`config.mk`:
```
export PLATFORM = sky130hd
export DESIGN_NAME = rtoc_cell
export DESIGN_NICKNAME = d
export VERILOG_FILES = /design/src/rtl/rtoc_pkg.sv /design/src/rtl/rtoc_cell.sv
export SDC_FILE = /design/constraint.sdc
export NUM_CORES = 1
export LEC_CHECK = 0
export BUFFER_PORTS_ARGS = -buffer_cell sky130_fd_sc_hd__buf_2
export CORE_AREA = 2 2 76 78
export DETAILED_ROUTE_END_ITERATION = 16
export DIE_AREA = 0 0 78 80
export MAX_ROUTING_LAYER = met4
export PLACE_DENSITY = 0.79
export SLEW_MARGIN = 20
export SYNTH_ARGS = -nofsm -noshare
export SYNTH_HDL_FRONTEND = slang
export SYNTH_SLANG_ARGS = --single-unit
```
`constraint.sdc`:
```
create_clock -name clk_i -period 1.5 [get_ports clk_i]
set_input_delay 0.075 -clock clk_i [delete_from_list [all_inputs] [get_ports clk_i]]
set_output_delay 0.075 -clock clk_i [all_outputs]
set_load 0.02 [all_outputs]
```
`src/rtl/rtoc_pkg.sv`:
```
// Shared types and constants of the restart type overlap chooser.
package rtoc_pkg;

  typedef enum logic [0:0] {
    CFG_TOP_COUNT   = 1'b0,
    CFG_LIMIT_COUNT = 1'b1
  } cfg_idx_e;

  localparam logic [8:0]  TopCountReset   = 9'd101;
  localparam logic [8:0]  LimitCountReset = 9'd19;
  localparam logic [31:0] HeapLimit       = 32'd10000;
  localparam logic        KindSnapshot    = 1'b0;
  localparam logic        KindDecision    = 1'b1;

  typedef struct packed {
    logic        func;
    logic [31:0] var_id;
    logic        last;
    logic [31:0] xor_clause_count;
    logic [31:0] clause_count;
    logic [31:0] heap_size;
  } rtoc_in_t;

  typedef struct packed {
    logic        result_kind;
    logic [8:0]  same_count;
    logic        compared;
    logic        choose_static;
    logic [15:0] rounds;
  } rtoc_out_t;

  typedef struct packed {
    logic cmp_en;
    logic keep;
    logic copy_en;
    logic shift_en;
  } rtoc_cell_ctrl_t;

endpackage

```
`src/rtl/rtoc_cell.sv`:
```
// One cell of the id chain: a previous id, a new id and a match bit.
module rtoc_cell import rtoc_pkg::*; #(
  parameter int unsigned MAX_TOP = 256,
  parameter int unsigned IDX     = 0,
  localparam int unsigned LW     = $clog2(MAX_TOP + 1)
) (
  input  logic            clk_i,
  input  logic            rst_ni,
  input  rtoc_cell_ctrl_t ctrl_i,
  input  logic [31:0]     var_i,
  input  logic [LW-1:0]   new_len_i,
  input  logic [LW-1:0]   span_i,
  input  logic            hit_i,
  output logic            hit_o
);

  localparam logic [LW-1:0] MyIdx = LW'(IDX);

  logic [31:0] old_q, new_q, new_d;
  logic        hit_q, hit_d;
  logic        wr, match;

  assign wr    = ctrl_i.cmp_en && ctrl_i.keep && (new_len_i == MyIdx);
  assign match = ctrl_i.cmp_en && ctrl_i.keep && (MyIdx < span_i) && !hit_q &&
                 (old_q == var_i);
  assign new_d = wr ? var_i : new_q;
  assign hit_d = ctrl_i.shift_en ? hit_i : (hit_q | match);
  assign hit_o = hit_q;

  always_ff @(posedge clk_i or negedge rst_ni) begin
    if (!rst_ni) begin
      hit_q <= 1'b0;
    end else begin
      hit_q <= hit_d;
    end
  end

  always_ff @(posedge clk_i) begin
    new_q <= new_d;
    if (ctrl_i.copy_en) begin
      old_q <= new_d;
    end
  end

endmodule

```
# After elaboration in Yosys (flattened, before gate mapping)
# Cells that the tools add are included.
dict set report word_totals {
  register_bits 65
  wordCells 15
}
dict set report op_classes {
  n_lt_le_gt_ge 1
  n_eq_ne 1
  n_mux 2
  bitwise_logic 1
  reduce_logical 7
}
# op count
set op_table {}
lappend op_table {{== test 32 bit} 1}
lappend op_table {{2-to-1 mux 32 bit} 1}
lappend op_table {{logical NOT 9 bit} 1}
lappend op_table {{< comparator 1 x 9 -> 1 bit (first input constant)} 1}
lappend op_table {{logical AND 1 bit} 5}
lappend op_table {{logical NOT 1 bit} 1}
lappend op_table {{2-to-1 mux 1 bit} 1}
lappend op_table {{OR 1 bit} 1}

# Logic depth before layout (Yosys ltp)
dict set report logic_depth {
  word_depth 6
  ltp_mapped 5
  depth_no_buf 5
}

# Worst setup path after synthesis
# No wires, ideal clock.
dict set report synth_path {
  path_kind {input -> register}
  start {input port new_len_i[7]}
  end {register old_q[10], data pin}
  setup_time_ns 0.262
  arrival_time_ns 0.971
  required_time_ns 1.238
  setup_slack_ns 0.267
  path_stages 4
  path_buffers 1
  cell_sequence {nor4_4 nand3_2 buf_6 mux2_4}
}
dict set report synth_between {
  elab_chain_len 3
}
# element line
set synth_rtl {}
lappend synth_rtl {{start, declared} rtoc_cell.sv:11} ;# input logic [LW-1:0] new_len_i,
lappend synth_rtl {{logical NOT 9 bit} rtoc_cell.sv:23} ;# assign wr = ctrl_i.cmp_en && ctrl_i.keep && (new_len_i == MyIdx);
lappend synth_rtl {{logical AND 1 bit} rtoc_cell.sv:23}
lappend synth_rtl {{2-to-1 mux 32 bit} rtoc_cell.sv:26} ;# assign new_d = wr ? var_i : new_q;
lappend synth_rtl {{via new_d[10]} rtoc_cell.sv:19} ;# logic [31:0] old_q, new_q, new_d;
lappend synth_rtl {{end signal, assigned} rtoc_cell.sv:41} ;# old_q <= new_d;
lappend synth_rtl {{end, declared} rtoc_cell.sv:19}
# The timed path passes the listed nets, and every way through them passes these cells.
# A chain may end at the register's enable or synchronous reset.

# Worst setup path in the final report
dict set report layout_path {
  start {register old_q[27]}
  end {register hit_q (netlist: hit_o)}
}
dict set report layout_between {
  elab_chain_len 4
}
# element line
set layout_rtl {}
lappend layout_rtl {{== test 32 bit} rtoc_cell.sv:25} ;# (old_q == var_i);
lappend layout_rtl {{logical AND 1 bit} rtoc_cell.sv:24} ;# assign match = ctrl_i.cmp_en && ctrl_i.keep && (MyIdx < span_i) && !hit_q &&
lappend layout_rtl {{OR 1 bit} rtoc_cell.sv:27} ;# assign hit_d = ctrl_i.shift_en ? hit_i : (hit_q | match);
lappend layout_rtl {{2-to-1 mux 1 bit} rtoc_cell.sv:27}
lappend layout_rtl {{via hit_d} rtoc_cell.sv:20} ;# logic hit_q, hit_d;
lappend layout_rtl {{end signal, assigned} rtoc_cell.sv:34} ;# hit_q <= hit_d;
lappend layout_rtl {{end, declared} rtoc_cell.sv:20}
# The timed path passes the listed nets, and every way through them passes these cells.

==> impl_metrics.tcl <==
set metrics [dict create \
    wl_per_cell_um 13.4 \
    die_area_sq_mm 0.00624 \
    placed_cells 284 \
    routed_wl_mm 4.10 \
    gp_congestion 0.717 \
    cp-start-kind "register" \
    swShare_pct 20.4 \
    vias 1414 \
    cp-end-kind "register" \
    cts_buffer_depth 2 \
    post-place-ws_ps 102 \
    ir_worst_vdd_v 0.000706 \
    hpwl_mm 2.96 \
    cap_viol_max_count 0 \
    status "finished, final reports clean" \
    drc 0 \
    grt_use_total_pct 14.8 \
    finalSetupViolCount 0 \
    skew_ps 5.19 \
    power.switching_mw 0.741 \
    area_growth_pct 26.3 \
    power.share.sequential_pct 53.1 \
    root_buffer "clkbuf_8" \
    n_antenna_cell 0 \
    cts_max_level 3 \
    dieHeight_um 80 \
    pin_count 58 \
    layoutNonFillerInstCount 306 \
    crit_required_ps 1750 \
    final_common_cell "buf_2" \
    final_area_sq_mm 0.00324 \
    cts_sinks 65 \
    grt-ovfl-total 0 \
    clock_power_share_pct 40.1 \
    netlist_area_sq_mm 0.00256 \
    p_per_area_mw_per_mm2 1120 \
    fin_crit_ps 1310 \
    worstMarginPinSlew_ps 329 \
    arrival_ps 1570 \
    whs_ps 14.9 \
    path_buf_inv 0 \
    rows 27 \
    yosysSeqAreaShare_pct 63.4 \
    cts_tree "built" \
    finalSetupTns_ps 0 \
    crit_fanout 1 \
    max_stage_delay_ps 400 \
    firstDrtPassIters 4 \
    drive_gt1_share_pct 47.9 \
    intPower_mw 2.90 \
    numCtsBuffers 9 \
    combPwrFrac_pct 6.7 \
    synth-warning-count 0 \
    crit_slowest_cell "edfxtp_1" \
    yosysUniqueCellTypes 18 \
    crit_type "register to register" \
    clkTransAtPathRegs_ps 70 \
    core_sq_mm 0.00541 \
    ys.flop_type "edfxtp_1" \
    worstSkewPairLatency_ps 330 \
    synthCells 155 \
    synthArstFlopShare_pct 1.54 \
    grt_pass1_vias 1448 \
    chipWidth_um 78 \
    routed_via_density 4.62 \
    grt_max_degree 33 \
    path_cells "xnor2_1, nand4_1, nor4_2, nand3_1, o21ai_1" \
    drv_slew 0 \
    rsz0062_at_grt "no" \
    final_cell_mix "buf_2, dfxtp_1, edfxtp_1, mux2_4, xor2_1" \
    max-slew-margin-rel_pct 77.9 \
    p_leak_nw 1.41 \
    dpl_cell_area_sq_mm 0.00295 \
    synth_nets 212 \
    timing.final.crit_share_pct 87.6 \
    syn_avg_cell_area_sq_um 16.5 \
    grt_pass1_wl_mm 6.70 \
    antenna_left 0 \
    port_buffers 57 \
    cts_setup_buffers 0 \
    clock.fmax_mhz 761 \
    setup_ws_ps 185 \
    hold_viol 0 \
    nFillCells 449 \
    initial_core_util_pct 47.5 \
    antenna_found_initial 0 \
    final_nets 286 \
    first_iter_violations 61 \
    ys_seq_elements 65 \
    synth_edf_count 32 \
    cp_top_family "simple AND/OR/NAND/NOR gates" \
    min_path_type "input pin to register" \
]
-- timing repair --
action,in CTS,in global routing
setup endpoints to repair,0,1
gates resized for setup,0,4
endpoints found under the hold margin,6,0
hold buffers,6,0
-- layer usage --
layer / share of wire [%] / global-route usage [%]
met5: 0 / -
met4: 2.2 / 9.47
met3: 4.1 / 4.75
met2: 49 / 21.6
met1: 44 / 17.8
-- power by group through the flow --
| stage | sequential, mW | clock (mW) | combinational (mW) |
|---|---|---|---|
| floorplan | 1.97 | 0 | 0.0897 |
| global placement | 1.97 | 0 | 0.228 |
| detailed placement | 1.97 | 0 | 0.232 |
| CTS | 1.93 | 1.50 | 0.246 |
| global route | 1.94 | 1.58 | 0.272 |
| finish | 1.94 | 1.46 | 0.245 |
-- layout make-up --
class / instances / area (sq um) / share of cell area, %
clock inverter: 5 / 53.8 / 1.66
clock buffer: 11 / 151 / 4.67
tap: 72 / 90.1 / 2.78
sequential: 65 / 1630 / 50.2
multi-input combinational: 87 / 926 / 28.6
timing repair buffer: 66 / 393 / 12.1
-- path summary, 6_finish.rpt --
check                           from   endpoint  slack, ps  cells after the start
hold reg to reg            new_q[29]  new_q[29]        470                      1
min in group asynchronous     rst_ni      hit_o         50                      2
max in group asynchronous     rst_ni      hit_o       1370                      2
setup reg to reg           old_q[27]      hit_o        190                      5
setup / recovery           old_q[27]      hit_o        190                      5
hold / removal             var_i[11]  new_q[11]         10                      2
-- per-stage QoR --
step | total power, mW | util [%]
global placement | 2.20 | 54.7
global route | 3.79 | 60.0
detailed placement | 2.20 | 54.7
finish | 3.64 | 60.0
floorplan | 2.06 | -
CTS | 3.68 | 59.6
-- flip-flops by register name (all words and copies together) (netlist names) --
register	cells
new_q	32
old_q	32
hit_o	1
-- cell families after synthesis --
family / share of synthesized area, %
AOI/OAI and AO/OA: 0.195
buffers and inverters: 1.32
DFF: 63.4
and+or+nand+nor: 5.32
muxes: 18.8
xor gates and xnor gates: 10.9
-- cell usage after synthesis (2+ instances only) --
| library cell | number | area, sq um |
|---|---|---|
| nor3_1 | 5 | 25.0 |
| nand4_1 | 5 | 31.3 |
| buf_6 | 3 | 33.8 |
| nand3_1 | 2 | 10.0 |
| nor4_1 | 5 | 31.3 |
| mux2_2 | 2 | 22.5 |
| dfxtp_1 | 32 | 641 |
| edfxtp_1 | 32 | 961 |
| mux2_4 | 30 | 450 |
| xor2_1 | 16 | 140 |
| xnor2_1 | 16 | 140 |
Power figures use the tool's default switching activity.
